==> config.mk <==
export PLATFORM = sky130hd
export DESIGN_NAME = iplpr_cell
export DESIGN_NICKNAME = d
export VERILOG_FILES = /design/src/hdl/iplpr_pkg.sv /design/src/hdl/iplpr_cell.sv
export SDC_FILE = /design/constraint.sdc
export NUM_CORES = 1
export LEC_CHECK = 0
export ABC_CLOCK_PERIOD_IN_PS = 7690
export BUFFER_PORTS_ARGS = -buffer_cell sky130_fd_sc_hd__buf_2
export CAP_MARGIN = 20
export CORE_MARGIN = 1
export CORE_UTILIZATION = 49
export DETAILED_ROUTE_END_ITERATION = 6
export HOLD_SLACK_MARGIN = 0.12
export PLACE_DENSITY = 0.8
export SLEW_MARGIN = 10
export SYNTH_ARGS = -nofsm -noshare
export SYNTH_HDL_FRONTEND = slang
export SYNTH_SLANG_ARGS = --single-unit
==> constraint.sdc <==
create_clock -name clock -period 7.69 [get_ports clock]
set_input_delay 0 -clock clock [delete_from_list [all_inputs] [get_ports clock]]
set_output_delay 0 -clock clock [all_outputs]
set_load 0.02 [all_outputs]
==> src/hdl/iplpr_pkg.sv <==
// Shared types, codes and helpers of the IPv4 longest prefix router unit.
`default_nettype none

package iplpr_pkg;

   localparam int ADDR_W   = 32;
   localparam int LEN_W    = 6;
   localparam int PORT_W   = 4;
   localparam int TTL_W    = 8;
   localparam int STATUS_W = 2;

   localparam logic [LEN_W-1:0] MAX_LEN = 6'd32;

   localparam logic ACT_ADD   = 1'b0;
   localparam logic ACT_ROUTE = 1'b1;

   typedef enum logic [STATUS_W-1:0] {
      ST_ADDED = 2'd0,
      ST_FULL  = 2'd1,
      ST_FWD   = 2'd2,
      ST_DROP  = 2'd3
   } status_type;

   typedef enum logic [1:0] {
      S_IDLE,
      S_RUN,
      S_DONE
   } state_type;

   // Record that walks down the cell chain. For an add, key is the masked
   // prefix and has_hop, hop and port carry the new route. For a lookup, key
   // is the destination and has_hop, hop and port hold the best route so far.
   typedef struct packed {
      logic              active;
      logic              action;
      logic [ADDR_W-1:0] key;
      logic [LEN_W-1:0]  len;
      logic [TTL_W-1:0]  ttl;
      logic              hit;
      logic [LEN_W-1:0]  best_len;
      logic              has_hop;
      logic [ADDR_W-1:0] hop;
      logic [PORT_W-1:0] port;
      logic              dup;
      logic              free;
   } carry_type;

   // Broadcast write of one route entry.
   typedef struct packed {
      logic              en;
      logic [ADDR_W-1:0] prefix;
      logic [LEN_W-1:0]  len;
      logic              has_hop;
      logic [ADDR_W-1:0] hop;
      logic [PORT_W-1:0] port;
   } write_type;

   // Mask of the top len bits of an address; len must not exceed 32.
   function automatic logic [ADDR_W-1:0] len_mask(input logic [LEN_W-1:0] len);
      logic [ADDR_W-1:0] ones;
      ones = '1;
      return ~(ones >> len);
   endfunction

endpackage

`default_nettype wire

==> src/hdl/iplpr_cell.sv <==
// One route table cell: holds one entry and updates the passing search record.
`default_nettype none

module iplpr_cell
   import iplpr_pkg::*;
#(
   parameter int IDX_W   = 5,
   parameter int CELL_ID = 0
) (
   input  wire logic             clock,
   input  wire logic             reset,
   input  wire carry_type        prev_carry,
   input  wire logic [IDX_W-1:0] prev_dup_idx,
   input  wire logic [IDX_W-1:0] prev_free_idx,
   output carry_type             next_carry,
   output logic      [IDX_W-1:0] next_dup_idx,
   output logic      [IDX_W-1:0] next_free_idx,
   input  wire write_type        wr,
   input  wire logic [IDX_W-1:0] wr_idx,
   output logic                  entry_valid
);

   localparam logic [IDX_W-1:0] MY_IDX = IDX_W'(CELL_ID);

   logic              valid_ff;
   logic [ADDR_W-1:0] prefix_ff;
   logic [LEN_W-1:0]  len_ff;
   logic              has_hop_ff;
   logic [ADDR_W-1:0] hop_ff;
   logic [PORT_W-1:0] port_ff;

   carry_type         carry_ff;
   carry_type         carry_in;
   logic [IDX_W-1:0]  dup_idx_ff;
   logic [IDX_W-1:0]  dup_idx_in;
   logic [IDX_W-1:0]  free_idx_ff;
   logic [IDX_W-1:0]  free_idx_in;

   logic              hit_here;
   logic              same_here;
   logic              wr_here;

   assign wr_here = wr.en && (wr_idx == MY_IDX);

   always_comb begin
      hit_here  = valid_ff && ((prev_carry.key & len_mask(len_ff)) == prefix_ff);
      same_here = valid_ff && (len_ff == prev_carry.len) && (prefix_ff == prev_carry.key);
      carry_in    = prev_carry;
      dup_idx_in  = prev_dup_idx;
      free_idx_in = prev_free_idx;
      if (prev_carry.active) begin
         if (prev_carry.action == ACT_ROUTE) begin
            // Strictly longer wins, so the lowest index wins a tie.
            if (hit_here && (!prev_carry.hit || (len_ff > prev_carry.best_len))) begin
               carry_in.hit      = 1'b1;
               carry_in.best_len = len_ff;
               carry_in.has_hop  = has_hop_ff;
               carry_in.hop      = hop_ff;
               carry_in.port     = port_ff;
            end
         end else begin
            if (same_here && !prev_carry.dup) begin
               carry_in.dup = 1'b1;
               dup_idx_in   = MY_IDX;
            end
            if (!valid_ff && !prev_carry.free) begin
               carry_in.free = 1'b1;
               free_idx_in   = MY_IDX;
            end
         end
      end
   end

   always_ff @(posedge clock) begin
      if (reset) begin
         carry_ff.active <= 1'b0;
      end else begin
         carry_ff <= carry_in;
      end
      dup_idx_ff  <= dup_idx_in;
      free_idx_ff <= free_idx_in;
   end

   always_ff @(posedge clock) begin
      if (reset) begin
         valid_ff <= 1'b0;
      end else if (wr_here) begin
         valid_ff <= 1'b1;
      end
   end

   always_ff @(posedge clock) begin
      if (wr_here) begin
         prefix_ff  <= wr.prefix;
         len_ff     <= wr.len;
         has_hop_ff <= wr.has_hop;
         hop_ff     <= wr.hop;
         port_ff    <= wr.port;
      end
   end

   assign next_carry    = carry_ff;
   assign next_dup_idx  = dup_idx_ff;
   assign next_free_idx = free_idx_ff;
   assign entry_valid   = valid_ff;

endmodule

`default_nettype wire
==> impl_metrics.json <==
{
  "status": "finished, violations left",
  "violations": "DRC",
  "grt_max_degree": 94,
  "yosysSeqAreaShare_pct": 70.53,
  "slew_headroom_pct": 30.42,
  "rows": 44,
  "critPathSlowestCell": "edfxtp_1",
  "async_reset_ff_share_pct": 0,
  "cts_tree": "done",
  "clk_pin_slew_ns": 0.07,
  "syn_inst": 482,
  "wl_per_cell_um": 20.95,
  "cp_cell_sequence": "or2_1, o21ai_0, xnor2_1, or4_4, nor4_4, buf_4, mux2_1",
  "fmax_mhz": 269.5,
  "cts_sinks": 180,
  "peakVddDrop_uv": 154.6,
  "synthesis.area_um2": 7493,
  "insertion_delay_ns": 0.43,
  "crit_path_end_kind": "flop",
  "via_per_inst": 5.371,
  "yosysUniqueCellTypes": 55,
  "pwr-share-seq_pct": 48.9,
  "dieHeight_um": 125.7,
  "ctsLongestPathBuffers": 2,
  "rsz0062_at_grt": "no",
  "p_comb_share_pct": 13.0,
  "synth.avg_cell_area_um2": 15.55,
  "final_nets": 1162,
  "p_clk_share_pct": 38.1,
  "min_period_over_period_pct": 48.26,
  "met1Wirelength_mm": 8.715,
  "cellLeakagePower_nw": 4.702,
  "syn-num-nets": 675,
  "start_util_pct": 50.79,
  "fin_crit_ns": 3.711,
  "wl_met3_mm": 2.084,
  "whs_ns": 0.2790,
  "synth_flop_cell": "edfxtp_1",
  "portBuffers": 291,
  "top_layer_used": "met4",
  "synth_warnings": 0,
  "hold_depth": 2,
  "place.gp.congestion": 0.8886,
  "ys_ff_latch": 180,
  "finish.utilization_pct": 78.90,
  "drive_gt1_share_pct": 34.22,
  "met2_length_mm": 12.80,
  "wirelength_mm": 24.47,
  "antenna_left": 0,
  "final_cell_count_no_fill": 1168,
  "io_pins": 292,
  "hpwlAfterDp_mm": 13.94,
  "drtIter0Drc": 398,
  "gr-usage-all-layers_pct": 31.56,
  "start_kind": "flop",
  "firstDrtPassIters": 7,
  "path_max_fanout": 43,
  "cts_root_buf": "clkbuf_16",
  "final_cell_mix": "buf_2 (291), dlygate4sd3_1 (190), edfxtp_1 (168)",
  "vias": 6273,
  "crit_required_ns": 7.86,
  "hold_violations": 0,
  "dieWidth_um": 125.7,
  "placedCellCount": 943,
  "layout_commonest_cell": "buf_2",
  "skew_ns": 0.009979,
  "swShare_pct": 24.49,
  "setup_viol": 0,
  "synth-edff-count": 168,
  "drv_cap": 0,
  "grt_antenna_before_repair": 2,
  "synth_top_area_cell": "edfxtp_1",
  "grt_pass1_vias": 6768,
  "ctsResizeCount": 0,
  "fin_tns_setup_ns": 0,
  "max_slew.worst_pin.slew_ns": 1.044,
  "synth_top_area_share_pct": 67.32,
  "ys_top_cells_by_area": "edfxtp_1 (67%), mux2_1 (5.7%), dfxtp_1 (3.2%)",
  "overflow": 0,
  "grt_pass1_wl_mm": 36.71,
  "cp_slowest_stage_delay_ns": 0.92,
  "internal_power_mw": 1.763,
  "switching_power_mw": 0.5720,
  "drc": 20,
  "syn_to_final_growth_pct": 55.35,
  "core-area_um2": 14750,
  "cp.arrival_ns": 3.88,
  "final_max_slew_viol_count": 0,
  "die_area_um2": 15790,
  "r2r_slack_ns": 3.98,
  "power_density_nw_per_um2": 200.6,
  "crit_type": "flop to flop",
  "hp-class": "input port to flop",
  "cts_buffers": 17,
  "worst-r2r-cell-count": 7,
  "h-tree-depth": 4
}
-- critical path, delay by kind of cell (launching register included) --
kind / cells / cell delay, ns
AND/OR/NAND/NOR: 3 / 1.24
buffers and inverters: 1 / 0.51
XOR/XNOR: 1 / 0.15
AO/OA/AOI/OAI: 1 / 0.18
flip-flops: 1 / 0.92
multiplexers: 1 / 0.41
-- path summary, 6_finish.rpt --
kind | start | to
max reg2reg | len_ff[5] | next_carry[23]
min reg2reg | hop_ff[14] | next_carry[20]
min | wr[12] | hop_ff[8]
max | len_ff[5] | next_carry[23]
-- cell families after synthesis --
family / Yosys count / synth area share [%]
muxes: 48 / 7.130
buffers and inverters: 32 / 2.054
DFF: 180 / 70.53
AOI/OAI and AO/OA: 67 / 5.945
adders and majority gates: 6 / 1.002
xor gates and xnor gates: 36 / 4.208
and+or+nand+nor: 113 / 9.133
-- sequential cells by signal, indices dropped and copies added, names as in the netlist --
signal         count
next_free_idx      5
entry_valid        1
len_ff             6
next_dup_idx       5
has_hop_ff         1
prefix_ff         32
next_carry        94
port_ff            4
hop_ff            32
-- synthesized netlist by cell type, drive strengths merged, types with 2 or more instances --
cell / number
nor4: 8
or4: 2
a21oi: 12
o311ai: 2
or2: 2
dfxtp: 12
o31a: 2
mux2: 43
nand2: 11
nand2b: 15
o21ai: 20
and2: 2
o22ai: 2
inv: 16
edfxtp: 168
nor2: 8
a22o: 2
nor2b: 30
nor3: 11
xor2: 9
o211ai: 5
or3: 2
o2111ai: 4
nand3: 2
a31oi: 2
a32oi: 2
xnor2: 27
ha: 6
buf: 8
mux2i: 5
o21a: 3
and3: 5
o31ai: 3
clkbuf: 8
nand4: 9
-- metal layers --
metal  GRT usage, %  vias up
met5              0        -
met2          57.58      391
met3          9.176       69
met4          14.13        0
met1          33.75     2994
li1               -     2819
-- metrics by stage --
stage,instance area [µm²],power [mW],setup slack [ns]
2_1_floorplan,7493,1.264,1.277
3_3_place_gp,9109,1.367,4.045
3_5_place_dp,9109,1.374,4.036
4_1_cts,11610,2.322,4.031
5_1_grt,11640,2.391,3.761
6_report,11640,2.335,3.979
-- timing repair --
action                                  in CTS  in global routing
hold endpoints to repair                   180                  0
setup buffers                                0                  0
hold buffers                               190                  0
endpoints found under the setup margin       0                  0
-- area by class of cell --
type	count	area, µm²
Clock buffer	17	425.4
Fill cell	825	3113
Timing Repair Buffer	484	3401
Sequential cell	180	5285
Tap cell	184	230.2
Clock inverter	15	172.7
Antenna cell	2	5.005
Multi-Input combinational cell	270	2059
Inverter	16	62.56
-- power groups by stage --
stage	Sequential, mW	Clock, mW	Combinational [mW]
after global routing	1.15	0.925	0.321
final	1.14	0.891	0.303
after detailed placement	1.16	0	0.214
after floorplan	1.22	0	0.0477
after CTS	1.14	0.892	0.291
after global placement	1.16	0	0.209
(Power assumes the default switching activity.)
